### src/hw/rtl/fies_pkg.sv
package fies_pkg;

  localparam int SLOTS       = 8;
  localparam int MAX_RESULTS = 8;
  localparam int CNT_W       = $clog2(MAX_RESULTS + 1);

  localparam logic [31:0] EMPTY_WORD          = 32'hFFFF_FFFF;
  localparam logic [5:0]  WARM_RESET_ID       = 6'h03;
  localparam logic [7:0]  PROFILE_NONE        = 8'hFF;
  localparam logic [3:0]  STATUS_QUALIFIED    = 4'hA;
  localparam logic [3:0]  STATUS_DISQUALIFIED = 4'h0;
  localparam logic [3:0]  TYPE_INSTANT        = 4'h1;
  localparam logic [3:0]  TYPE_AFTER_TIME     = 4'h2;
  localparam logic [3:0]  TYPE_AFTER_CYCLE    = 4'h3;
  localparam logic        KIND_WRITE          = 1'b0;
  localparam logic        KIND_TICK           = 1'b1;

  typedef enum logic [1:0] {
    OUT_FAILED = 2'd0,
    OUT_PASSED = 2'd1,
    OUT_HALT   = 2'd2
  } outcome_e;

  typedef struct packed {
    logic        kind;
    logic [2:0]  slot;
    logic [31:0] command_word;
    logic [31:0] check_word;
    logic [7:0]  profile_a;
    logic [7:0]  profile_b;
    logic [7:0]  profile_c;
    logic [7:0]  profile_d;
    logic [7:0]  profile_e;
    logic [7:0]  profile_f;
  } item_t;

  typedef struct packed {
    logic [5:0] event_id;
    outcome_e   outcome;
    logic [2:0] source_slot;
    logic       last;
  } report_t;

  // walk token handed from cell to cell
  typedef struct packed {
    logic vld;
    logic active;
  } token_t;

  typedef struct packed {
    logic        en;
    logic [31:0] cmd;
    logic [31:0] chk;
  } slot_wr_t;

  typedef struct packed {
    logic       vld;
    outcome_e   outcome;
    logic [5:0] id;
  } cell_rpt_t;

endpackage

### src/hw/rtl/fies_intf.sv
interface fies_item_if
  import fies_pkg::*;
();
  logic  valid;
  logic  ready;
  item_t item;

  modport source (output valid, output item, input ready);
  modport sink   (input valid, input item, output ready);
endinterface

interface fies_rpt_if
  import fies_pkg::*;
();
  logic    valid;
  logic    ready;
  report_t rpt;

  modport source (output valid, output rpt, input ready);
  modport sink   (input valid, input rpt, output ready);
endinterface

### src/hw/rtl/fies_cell.sv
module fies_cell
  import fies_pkg::*;
(
  input  logic      clk_i,
  input  logic      rst_ni,
  input  logic      shift_i,
  input  slot_wr_t  wr_i,
  input  token_t    tok_i,
  output token_t    tok_o,
  output cell_rpt_t rpt_o
);

  logic [31:0] cmd_q, chk_q;
  logic [15:0] dly_q, dly_d, cyc_q, cyc_d;
  token_t      tok_q;

  logic        slot_ok;
  logic [3:0]  status, kind;
  logic [15:0] tm, tm_m1, dly_inc, cyc_inc;
  logic        dly_hit, cyc_hit, fire;

  assign slot_ok = (cmd_q != EMPTY_WORD) && ((cmd_q ^ chk_q) == EMPTY_WORD);
  assign status  = cmd_q[11:8];
  assign kind    = cmd_q[15:12];
  assign tm      = cmd_q[31:16];
  assign tm_m1   = tm - 16'd1;
  assign dly_inc = dly_q + 16'd1;
  assign cyc_inc = cyc_q + 16'd1;
  assign dly_hit = (dly_inc == tm);
  assign cyc_hit = (cyc_inc == tm);

  always_comb begin
    fire  = 1'b0;
    dly_d = dly_q;
    cyc_d = cyc_q;
    rpt_o = '{vld: 1'b0, outcome: OUT_FAILED, id: cmd_q[5:0]};
    if (tok_q.vld && slot_ok) begin
      if (status == STATUS_QUALIFIED) begin
        case (kind)
          TYPE_INSTANT: fire = 1'b1;
          TYPE_AFTER_TIME: begin
            fire  = dly_hit;
            dly_d = dly_hit ? tm_m1 : dly_inc;
          end
          TYPE_AFTER_CYCLE: begin
            if (tok_q.active) begin
              fire  = cyc_hit;
              cyc_d = cyc_hit ? tm_m1 : cyc_inc;
            end
          end
          default: ;
        endcase
        if (fire) begin
          rpt_o.vld     = 1'b1;
          rpt_o.outcome = (cmd_q[5:0] == WARM_RESET_ID) ? OUT_HALT : OUT_FAILED;
        end
      end else if (status == STATUS_DISQUALIFIED) begin
        rpt_o.vld     = 1'b1;
        rpt_o.outcome = OUT_PASSED;
        dly_d         = '0;
      end
    end
  end

  // a warm reset halt stops the token here
  assign tok_o.vld    = tok_q.vld && !(rpt_o.vld && (rpt_o.outcome == OUT_HALT));
  assign tok_o.active = tok_q.active;

  always_ff @(posedge clk_i or negedge rst_ni) begin
    if (!rst_ni) begin
      cmd_q <= EMPTY_WORD;
      chk_q <= '0;
      dly_q <= '0;
      cyc_q <= '0;
      tok_q <= '0;
    end else begin
      if (wr_i.en) begin
        cmd_q <= wr_i.cmd;
        chk_q <= wr_i.chk;
      end
      if (shift_i) begin
        tok_q <= tok_i;
        if (tok_q.vld) begin
          dly_q <= dly_d;
          cyc_q <= cyc_d;
        end
      end
    end
  end

endmodule

### src/hw/rtl/fault_injection_event_scheduler.sv
// Channel | Dir | Payload                                  | Transfer
// in_i    | in  | kind, slot, command/check word, profiles | valid & ready
// res_o   | out | event_id, outcome, source_slot, last     | valid & ready
//
// A write goes straight into its slot cell. A tick walks a token down the row of SLOTS slot
// cells, one cell per cycle, then the walk ends in a flush state that releases the final
// report.
// The walk pauses while a report waits on a stalled result register.
// Reset (async, active low) empties all slots, clears counters and halt.
// Once halted, items are still taken but dropped.
module fault_injection_event_scheduler
  import fies_pkg::*;
(
  input  logic          clk_i,
  input  logic          rst_ni,
  fies_item_if.sink     in_i,
  fies_rpt_if.source    res_o
);

  typedef enum logic [1:0] {
    ST_IDLE,
    ST_WALK,
    ST_FLUSH
  } state_e;

  state_e     state_q, state_d;
  logic       halted_q, halted_d;
  logic [CNT_W-1:0] cnt_q, cnt_d;
  logic       pend_vld_q, pend_vld_d;
  report_t    pend_q, pend_d;
  logic       out_vld_q, out_vld_d;
  report_t    out_q, out_d;

  token_t     tok_chain [SLOTS+1];
  slot_wr_t   wr      [SLOTS];
  cell_rpt_t  rpt     [SLOTS];
  logic [SLOTS-1:0] tok_vec;

  logic       in_fire, tick_start, wr_ok, active, shift, go, out_free;
  logic       any_tok, room, is_halt, need_push;
  cell_rpt_t  rep;
  logic [2:0] rep_slot;

  assign in_i.ready = (state_q == ST_IDLE);
  assign in_fire    = in_i.valid && in_i.ready;
  assign tick_start = in_fire && !halted_q && (in_i.item.kind == KIND_TICK);
  assign wr_ok      = in_fire && !halted_q && (in_i.item.kind == KIND_WRITE);
  assign active     = (in_i.item.profile_a != PROFILE_NONE) ||
                      (in_i.item.profile_b != PROFILE_NONE) ||
                      (in_i.item.profile_c != PROFILE_NONE) ||
                      (in_i.item.profile_d != PROFILE_NONE) ||
                      (in_i.item.profile_e != PROFILE_NONE) ||
                      (in_i.item.profile_f != PROFILE_NONE);

  assign tok_chain[0].vld    = tick_start;
  assign tok_chain[0].active = active;

  for (genvar i = 0; i < SLOTS; i++) begin : g_cell
    assign wr[i].en  = wr_ok && (in_i.item.slot == 3'(i));
    assign wr[i].cmd = in_i.item.command_word;
    assign wr[i].chk = in_i.item.check_word;
    assign tok_vec[i] = tok_chain[i+1].vld;

    fies_cell u_cell (
      .clk_i   (clk_i),
      .rst_ni  (rst_ni),
      .shift_i (shift),
      .wr_i    (wr[i]),
      .tok_i   (tok_chain[i]),
      .tok_o   (tok_chain[i+1]),
      .rpt_o   (rpt[i])
    );
  end

  // at most one cell holds the token, so an OR picks its report
  always_comb begin
    rep      = '0;
    rep_slot = '0;
    any_tok  = 1'b0;
    for (int i = 0; i < SLOTS; i++) begin
      any_tok = any_tok || tok_vec[i] || rpt[i].vld;
      if (rpt[i].vld) begin
        rep      = rep | rpt[i];
        rep_slot = rep_slot | 3'(i);
      end
    end
  end

  assign out_free  = !out_vld_q || res_o.ready;
  assign room      = (cnt_q < CNT_W'(MAX_RESULTS));
  assign is_halt   = (rep.outcome == OUT_HALT);
  assign need_push = rep.vld && room && pend_vld_q;
  assign go        = !need_push || out_free;
  assign shift     = tick_start || ((state_q == ST_WALK) && go);

  always_comb begin
    state_d    = state_q;
    halted_d   = halted_q;
    cnt_d      = cnt_q;
    pend_vld_d = pend_vld_q;
    pend_d     = pend_q;
    out_vld_d  = out_vld_q;
    out_d      = out_q;
    if (out_vld_q && res_o.ready) out_vld_d = 1'b0;
    unique case (state_q)
      ST_IDLE: begin
        if (tick_start) begin
          state_d    = ST_WALK;
          cnt_d      = '0;
          pend_vld_d = 1'b0;
        end
      end
      ST_WALK: begin
        if (!any_tok) begin
          state_d = ST_FLUSH;
        end else if (rep.vld && go) begin
          if (need_push) begin
            out_d      = pend_q;
            out_d.last = 1'b0;
            out_vld_d  = 1'b1;
          end
          // past the cap only a halt gets in, taking the last place
          if (room || is_halt) begin
            pend_d     = '{event_id: rep.id, outcome: rep.outcome,
                           source_slot: rep_slot, last: 1'b0};
            pend_vld_d = 1'b1;
          end
          if (room) cnt_d = cnt_q + CNT_W'(1);
          if (is_halt) halted_d = 1'b1;
        end
      end
      ST_FLUSH: begin
        if (!pend_vld_q) begin
          state_d = ST_IDLE;
        end else if (out_free) begin
          out_d      = pend_q;
          out_d.last = 1'b1;
          out_vld_d  = 1'b1;
          pend_vld_d = 1'b0;
          state_d    = ST_IDLE;
        end
      end
      default: state_d = ST_IDLE;
    endcase
  end

  always_ff @(posedge clk_i or negedge rst_ni) begin
    if (!rst_ni) begin
      state_q    <= ST_IDLE;
      halted_q   <= 1'b0;
      cnt_q      <= '0;
      pend_vld_q <= 1'b0;
      out_vld_q  <= 1'b0;
      pend_q     <= '0;
      out_q      <= '0;
    end else begin
      state_q    <= state_d;
      halted_q   <= halted_d;
      cnt_q      <= cnt_d;
      pend_vld_q <= pend_vld_d;
      out_vld_q  <= out_vld_d;
      pend_q     <= pend_d;
      out_q      <= out_d;
    end
  end

  assign res_o.valid = out_vld_q;
  assign res_o.rpt   = out_q;

`ifndef SYNTHESIS
  a_tok_onehot: assert property (@(posedge clk_i) disable iff (!rst_ni)
    $onehot0(tok_vec)) else $error("walk token in more than one cell");

  a_idle_no_pend: assert property (@(posedge clk_i) disable iff (!rst_ni)
    (state_q == ST_IDLE) |-> !pend_vld_q) else $error("pending report left in idle");

  a_cnt_cap: assert property (@(posedge clk_i) disable iff (!rst_ni)
    cnt_q <= CNT_W'(MAX_RESULTS)) else $error("report count beyond cap");

  a_halt_last: assert property (@(posedge clk_i) disable iff (!rst_ni)
    (out_vld_q && (out_q.outcome == OUT_HALT)) |-> out_q.last)
    else $error("halt report not marked last");

  a_halt_sticky: assert property (@(posedge clk_i) disable iff (!rst_ni)
    halted_q |=> halted_q) else $error("halt cleared without reset");

  a_no_tick_halted: assert property (@(posedge clk_i) disable iff (!rst_ni)
    (halted_q && (state_q == ST_IDLE)) |=> (state_q == ST_IDLE))
    else $error("walk started while halted");
`endif

endmodule

### src/flat_wrapper.sv
// flat-port wrapper written by rule: the top's interface ports become plain ports
module fault_injection_event_scheduler_flat import fies_pkg::*;
  (clk_i, rst_ni, in_i_valid, in_i_item, in_i_ready, res_o_valid, res_o_rpt, res_o_ready);
  fies_item_if in_i_i ();
  fies_rpt_if res_o_i ();
  input  logic clk_i;
  input  logic rst_ni;
  input wire logic [$bits(in_i_i.valid)-1:0] in_i_valid;
  input wire logic [$bits(in_i_i.item)-1:0] in_i_item;
  output wire logic [$bits(in_i_i.ready)-1:0] in_i_ready;
  output wire logic [$bits(res_o_i.valid)-1:0] res_o_valid;
  output wire logic [$bits(res_o_i.rpt)-1:0] res_o_rpt;
  input wire logic [$bits(res_o_i.ready)-1:0] res_o_ready;
  assign in_i_i.valid = in_i_valid;
  assign in_i_i.item = in_i_item;
  assign in_i_ready = in_i_i.ready;
  assign res_o_valid = res_o_i.valid;
  assign res_o_rpt = res_o_i.rpt;
  assign res_o_i.ready = res_o_ready;
  fault_injection_event_scheduler u_core (.clk_i(clk_i), .rst_ni(rst_ni), .in_i(in_i_i), .res_o(res_o_i));
endmodule
### config.mk
export PLATFORM = sky130hd
export DESIGN_NAME = fault_injection_event_scheduler_flat
export DESIGN_NICKNAME = d
export VERILOG_FILES = /design/src/hw/rtl/fies_pkg.sv /design/src/hw/rtl/fies_intf.sv /design/src/hw/rtl/fies_cell.sv /design/src/hw/rtl/fault_injection_event_scheduler.sv /design/src/flat_wrapper.sv
export SDC_FILE = /design/constraint.sdc
export NUM_CORES = 2
export LEC_CHECK = 0
export BUFFER_PORTS_ARGS = -buffer_cell sky130_fd_sc_hd__buf_2
export CORE_MARGIN = 1
export CORE_UTILIZATION = 55
export DETAILED_ROUTE_END_ITERATION = 6
export PLACE_DENSITY = 0.76
export SYNTH_ARGS = -nofsm -noshare
export SYNTH_HDL_FRONTEND = slang
export SYNTH_SLANG_ARGS = --single-unit
### constraint.sdc
create_clock -name clk_i -period 5.7 [get_ports clk_i]
set_input_delay 0.855 -clock clk_i [delete_from_list [all_inputs] [get_ports clk_i]]
set_output_delay 0.855 -clock clk_i [all_outputs]
set_load 0.005 [all_outputs]
== Word level (Yosys, flattened, before mapping) ==
Index checks and enable logic that the tools add are counted.

* Bitwise operators: 16
* Multiplexer cells: 157
* Add/sub/neg operators: 25
* Eq/ne operators: 114
* Reductions and logical operators: 127
* $lt $le $gt $ge: 1

{| class="wikitable"
|+ Operator list
! cell !! number
|-
| $mux 16 || 40
|-
| $add 16x1->16 const B || 16
|-
| $eq 16x16->1 || 16
|-
| $eq 32x32->1 const B || 8
|-
| $ne 32x32->1 const B || 8
|-
| $xor 32x32->32 || 8
|-
| $sub 16x1->16 const B || 8
|-
| $mux 3 || 36
|-
| $mux 9 || 8
|-
| $eq 4x2->1 const B || 16
|-
| $or 9x9->9 || 7
|-
| $mux 12 || 5
|-
| $reduce_and 6->1 || 9
|-
| $reduce_and 5->1 || 10
|-
| $logic_and 1x1->1 || 49
|-
| $eq 6x2->1 const B || 8
|-
| $ne 8x8->1 const B || 6
|-
| $mux 1 || 37
|-
| $eq 4x1->1 const B || 8
|-
| $eq 4x4->1 const B || 8
|-
| $logic_not 4->1 || 8
|-
| $mux 2 || 14
|-
| $pmux 1 s3 || 9
|-
| $ne 2x1->1 const B || 13
|-
| other kinds (23) || 85
|}

* Bits in registers: 816
* Logic and storage cells: 500

== Logic depth before layout (Yosys ltp) ==
* Depth in word-level cells: 32
* Mapped depth: 19
* Depth with buffers taken out: 13

== Hierarchy ==
Synthesis repeated with hierarchy kept, for this count alone.

* Cells, all modules: 5833
* Area total of the unflattened synthesis: 55109.1 um^2

{| class="wikitable"
|+ Modules (own cells, without submodules)
! module !! area an instance (um^2) !! times used !! seq. area each (um^2) !! cells each
|-
| fies_cell (u_core.g_cell[1].u_cell ...) || 6663.9 || 3 || 2492.4 || 726
|-
| fies_cell (u_core.g_cell[4].u_cell ...) || 6595.1 || 3 || 2492.4 || 681
|-
| fies_cell (u_core.g_cell[0].u_cell) || 6745.2 || 1 || 2492.4 || 707
|-
| fies_cell (u_core.g_cell[7].u_cell) || 6422.4 || 1 || 2492.4 || 697
|-
| fault_injection_event_scheduler || 2164.6 || 1 || 800.8 || 208
|}

== Least setup slack after synthesis ==
Ideal clock, no wire load.

* Kind: reg-to-reg
* Start: register u_core.g_cell[7].u_cell.cmd_q[19]
* End: register u_core.pend_q[10] in the netlist's numbering
* Required time: 5575 ps
* Library setup time: 125 ps
* Arrival: 3828 ps
* Path slack: 1747 ps
* Cell stages (with the launch flop): 14
* Path buffers: 2
* Cell sequence: dfstp_2 -> clkbuf_1 -> xor2_1 -> xnor2_1 -> nand3_1 -> or4b_2 -> nor4b_1 -> a41o_1 -> o21ai_0 -> a21oi_1 -> nand4bb_1 -> o2111a_1 -> buf_2 -> mux2_2

* Cells in the longest elaborated chain, start to end: 16
* Elaborated cells between the ends (all ways): 30
* Classes of those cells: eq/ne: 6; mux: 8; bitwise: 2; reduce/logical: 14

{| class="wikitable"
|+ RTL lines
! item !! line !! source
|-
| from (decl) || fies_cell.sv:13 || <nowiki>logic [31:0] cmd_q, chk_q;</nowiki>
|-
| from (signal assigned) || fies_cell.sv:78 || <nowiki>cmd_q <= wr_i.cmd;</nowiki>
|-
| $eq 16x16->1 || fies_cell.sv:30 || <nowiki>assign cyc_hit = (cyc_inc == tm);</nowiki>
|-
| $mux 1 || fies_cell.sv:46 || <nowiki>if (tok_q.active) begin</nowiki>
|-
| $pmux 1 s3 || fies_cell.sv:39 || <nowiki>case (kind)</nowiki>
|-
| $mux 1 || fies_cell.sv:38 || <nowiki>if (status == STATUS_QUALIFIED) begin</nowiki>
|-
| $mux 1 || fies_cell.sv:37 || <nowiki>if (tok_q.vld && slot_ok) begin</nowiki>
|-
| $mux 3 || fies_cell.sv:53 || <nowiki>if (fire) begin</nowiki>
|-
| $mux 3 || fies_cell.sv:38 ||
|-
| $mux 3 (*) || fies_cell.sv:37 ||
|-
| $or 9x9->9 || fault_injection_event_scheduler.sv:83 || <nowiki>rep = rep | rpt[i];</nowiki>
|-
| $mux 9 || fault_injection_event_scheduler.sv:82 || <nowiki>if (rpt[i].vld) begin</nowiki>
|-
| $logic_and 1x1->1 (2 in a row) || fault_injection_event_scheduler.sv:92 || <nowiki>assign need_push = rep.vld && room && pend_vld_q;</nowiki>
|-
| $logic_not 1->1 || fault_injection_event_scheduler.sv:93 || <nowiki>assign go = !need_push || out_free;</nowiki>
|-
| $logic_or 1x1->1 || fault_injection_event_scheduler.sv:93 ||
|-
| $logic_and 1x1->1 || fault_injection_event_scheduler.sv:116 || <nowiki>end else if (rep.vld && go) begin</nowiki>
|-
| $reduce_and 4->1 (no source line) || - ||
|-
| to (signal assigned) || fault_injection_event_scheduler.sv:162 || <nowiki>pend_q <= pend_d;</nowiki>
|-
| to (decl) || fault_injection_event_scheduler.sv:30 || <nowiki>report_t pend_q, pend_d;</nowiki>
|}

Mark *: on every way between the ends. The rest lies on a longest branch, timed or not. The select of a mux whose other input is x is not followed.
A chain may end at the register's enable or synchronous reset.

== Final worst setup path ==
* Start: register u_core.g_cell[3].u_cell.cyc_q[3]
* End: register u_core.g_cell[0].u_cell.dly_q[2]

* Cells in the longest elaborated chain, start to end: 26

{| class="wikitable"
|+ RTL lines
! item !! line !! source
|-
| from (decl) || fies_cell.sv:14 || <nowiki>logic [15:0] dly_q, dly_d, cyc_q, cyc_d;</nowiki>
|-
| from (signal assigned) || fies_cell.sv:85 || <nowiki>cyc_q <= cyc_d;</nowiki>
|-
| $add 16x1->16 (*) || fies_cell.sv:28 || <nowiki>assign cyc_inc = cyc_q + 16'd1;</nowiki>
|-
| $eq 16x16->1 (*) || fies_cell.sv:30 ||
|-
| $mux 1 (*) || fies_cell.sv:46 ||
|-
| $pmux 1 s3 (*) || fies_cell.sv:39 ||
|-
| $mux 1 (*) || fies_cell.sv:38 ||
|-
| $mux 1 (*) || fies_cell.sv:37 ||
|-
| $mux 3 (*) || fies_cell.sv:53 ||
|-
| $mux 3 (*) || fies_cell.sv:38 ||
|-
| [... 9 more ...] || - ||
|-
| $or 9x9->9 || fault_injection_event_scheduler.sv:83 ||
|-
| $mux 9 (*) || fault_injection_event_scheduler.sv:82 ||
|-
| $logic_and 1x1->1 (*) (2 in a row) || fault_injection_event_scheduler.sv:92 ||
|-
| $logic_not 1->1 (*) || fault_injection_event_scheduler.sv:93 ||
|-
| $logic_or 1x1->1 (*) || fault_injection_event_scheduler.sv:93 ||
|-
| $logic_and 1x1->1 (*) || fault_injection_event_scheduler.sv:94 || <nowiki>assign shift = tick_start || ((state_q == ST_WALK) && go);</nowiki>
|-
| $logic_or 1x1->1 (*) || fault_injection_event_scheduler.sv:94 ||
|-
| $reduce_and 5->1 (no source line) (*) || - ||
|-
| to (signal assigned) || fies_cell.sv:84 || <nowiki>dly_q <= dly_d;</nowiki>
|-
| to (decl) || fies_cell.sv:14 ||
|}

Marks and branches as above.

==> qor.txt <==
Distinct cells, synth: 98
Vias: 47586
Ys async rst share: 100%
Placed cell count: 6864
Initial antenna violation count: 26
Syn nets: 5983
Max Slew Vio Count: 0
First drt pass iteration count: 7
Post-Route Skew: 0.0426 ns
Pwr Density: 215 nW/um2
Post-CTS Setup Bufs: 0
Tot Pwr: 12500 uW
Synth Register Bits: 816
Sequential area share after synthesis: 38.7%
FILL cells: 8194
Fin crit share: 93.4%
Crit start category: register
Total number of yosys warnings: 0
RSZ-0062 raised after global routing: no
Worst EP required: 6.24 ns
Final std cells w/o fill: 7056
Total negative setup slack: 0 ns
Row count: 114
Flop2flop setup slack: 0.38 ns
Peak VDD IR: 0.212 mV
Nets@finish: 5840
Reg area: 20700 um2
Failing checks: design-rule violations
Status: complete, but fails checks
Vias in the first global route: 43844
Clock buffer depth: 3
Finish-stage setup viols: 0
RD Place Congestion: 0.998
Number of flops mapped to enable cells by yosys: 0
Largest net degree at the start of global routing: 130
Hold Path Class: in2async
I/O pins: 134
Via/cell ratio: 6.74
WS Path Type: reg2reg
Critical path peak fanout: 14
Port bufs: 133
Cts hold-fix bufs: 0
Worst r2r path cells: 14
Placed cell area: 54700 um2
Crit-path slowest cell: o31ai_1
H-tree Lvls: 3
Peak Freq: 0.188 GHz
Reg2reg start: u_core.g_cell[3].u_cell.cyc_q[3]$_DFFE_PN0P_
Core ar.: 96600 um2
CTS tree: yes
Drt wl/cell: 25.7 um
Area growth syn-to-layout: 8.12%
Resized Gates After CTS: 0
Full die area: 98700 um2
Core Util, Final: 60.0%
Initial core utilization: 55.5%
Hpwl dp: 125 mm
WP data arrival: 5.86 ns
R2R Path End: u_core.g_cell[0].u_cell.dly_q[2]$_DFFE_PN0P_
Root buf cell: clkbuf_16
Final Critical Period: 5.32 ns
Die X: 314 um
Global-route wire length before repair: 271 mm
Cells after Synth: 5826
TritonCTS buffer count: 93
Layout cells sized above 1: 21.7%
Drt initial violations: 6217
Clk_lat worst skew: 0.70 ns
Clock sinks: 816
Worst-path clk slew: 0.06 ns
Slew @ Worst Pin: 1.26 ns
# DRC: 20
Aggregate global-route resource usage: 36.0%
Pleak: 0.0258 uW
Post-route ant nets: 0
DIE HEIGHT: 314 um
Max_cap viols: 0
Worst setup EP type: register
Mean Syn Cell Area: 9.20 um2
Final instance area: 58000 um2
Hold Vio Cnt, Final: 0
Grt ovf: 0
Synth Cell Area: 53600 um2
CP max stage delay: 0.80 ns
CP Cell Sequence: nand4_2, nor3_1, mux2i_1, nand3_1, or4_1, o31ai_1, o31ai_1, buf_4, nand4_1, o211a_1, buf_4, nor4_2, nand2_1, o21ai_0
Top FF cell, synth: dfrtp_1
Max transition margin: 16.0%
Multi-input gate area: 30800 um2
WL final: 181 mm
==> final cells by class <==
cell class | instances | share of cell area, %
clock inverter | 46 | 0.896
timing repair buffer | 200 | 2.16
clock buffer | 127 | 4.58
sequential | 816 | 35.8
tap | 1276 | 2.75
inverter | 87 | 0.563
multi-input combinational | 4485 | 53.2
antenna | 19 | 0.0820
==> report_power, final <==
group	internal, uW	switching [uW]
Sequential	5800	0.000000000000204
Clock	3640	2650
Combinational	43.6	336
==> worst max-delay path by stage <==
stage | cells after the start | endpoint | slack [ns] | start
after floorplan | 13 | u_core.pend_q[10]$_DFFE_PN0P_ | 1.75 | u_core.g_cell[7].u_cell.cmd_q[19]$_DFFE_PN1P_
final | 14 | u_core.g_cell[0].u_cell.dly_q[2]$_DFFE_PN0P_ | 0.38 | u_core.g_cell[3].u_cell.cyc_q[3]$_DFFE_PN0P_
after global placement | 15 | u_core.g_cell[0].u_cell.dly_q[2]$_DFFE_PN0P_ | 0.71 | u_core.g_cell[3].u_cell.cyc_q[0]$_DFFE_PN0P_
after global routing | 14 | u_core.g_cell[0].u_cell.dly_q[3]$_DFFE_PN0P_ | 0.15 | u_core.g_cell[3].u_cell.cyc_q[3]$_DFFE_PN0P_
after detailed placement | 14 | u_core.g_cell[0].u_cell.dly_q[2]$_DFFE_PN0P_ | 0.56 | u_core.g_cell[3].u_cell.cyc_q[3]$_DFFE_PN0P_
after CTS | 14 | u_core.g_cell[0].u_cell.dly_q[2]$_DFFE_PN0P_ | 0.56 | u_core.g_cell[3].u_cell.cyc_q[3]$_DFFE_PN0P_
==> state kept, by name (all words and copies together), names as in the netlist, 4 cells and up <==
| name | cells |
|---|---|
| u_core.g_cell.u_cell.dly_q | 128 |
| u_core.g_cell.u_cell.cyc_q | 128 |
| u_core.g_cell.u_cell.cmd_q | 256 |
| u_core.res_o.rpt | 12 |
| u_core.g_cell.u_cell.chk_q | 256 |
| u_core.g_cell.u_cell.tok_q | 8 |
| u_core.cnt_q | 4 |
| u_core.pend_q | 11 |
| u_core.g_cell.u_cell.tok_o | 8 |
==> kinds of logic (layout without fill, tap and decap cells) <==
family	count (synthesis)	count (layout)	synth area share (%)
multiplexers	588	588	12.2
flip-flops	816	816	38.7
buffers and inverters	525	460	3.94
other	0	19	0
XOR/XNOR	678	678	11.1
AO/OA/AOI/OAI	1135	1135	12.6
AND/OR/NAND/NOR	2047	2047	20.6
adder cells (fa/ha/maj)	37	37	0.864
==> placed cells by master (no fill, tap or decap), drive strengths merged, types with 22 or more instances in the layout <==
cell type | Yosys | routed
ha | 37 | 37
buf | 103 | 200
a21oi | 354 | 354
nand2b | 36 | 36
dfrtp | 560 | 560
clkinv | 0 | 25
a211oi | 22 | 22
xnor2 | 277 | 277
a31oi | 45 | 45
or2 | 22 | 22
nor2 | 318 | 318
nor4 | 164 | 164
nor3b | 36 | 36
clkbuf | 335 | 127
o21ai | 432 | 432
dfstp | 256 | 256
nand2 | 441 | 441
and4 | 41 | 41
o22ai | 24 | 24
inv | 87 | 87
nand4 | 294 | 294
and2 | 26 | 26
nor4b | 25 | 25
or3 | 46 | 46
mux2i | 51 | 51
mux2 | 537 | 537
nand3 | 213 | 213
xor2 | 400 | 400
nor3 | 189 | 189
nor2b | 28 | 28
and3 | 79 | 79
or4 | 41 | 41
==> critical path: cells and delay by family, from the launching register on <==
kind | cells | cell delay (ns)
buffers and inverters | 2 | 0.51
DFF | 1 | 0.55
AOI/OAI and AO/OA | 4 | 1.64
muxes | 1 | 0.28
and+or+nand+nor | 7 | 2.17
==> metrics by stage <==
stage / hold WS, ns / setup slack [ns]
2_1_floorplan: 0.436 / 1.75
3_3_place_gp: 0.468 / 0.706
3_5_place_dp: 0.477 / 0.565
4_1_cts: 0.244 / 0.559
5_1_grt: 0.268 / 0.151
6_report: 0.210 / 0.379
==> Yosys cell counts, types with 79 or more instances <==
cell type | number | area share, %
xor2_1 | 400 | 6.5
xnor2_1 | 277 | 4.5
mux2_2 | 537 | 11
nor4_1 | 153 | 1.8
nand4_1 | 288 | 3.4
nor2_1 | 318 | 2.2
nor3_1 | 183 | 1.7
nand3_1 | 209 | 2.0
dfstp_2 | 256 | 13
and3_1 | 79 | 0.92
inv_1 | 85 | 0.60
buf_2 | 81 | 0.76
dfrtp_1 | 560 | 26
clkbuf_1 | 331 | 2.3
o21ai_0 | 410 | 3.8
nand2_1 | 441 | 3.1
a21oi_1 | 354 | 3.3
==> routing by layer <==
layer,part of all wire [%],GRT usage [%],up-vias,routed length (um)
li1,-,-,21015,-
met1,41,49.4,23337,73500
met2,44,53.3,2705,78800
met3,11,8.41,527,19600
met4,5.0,17.7,2,9140
met5,0.0061,0,-,11
Power figures use the tool's default switching activity.
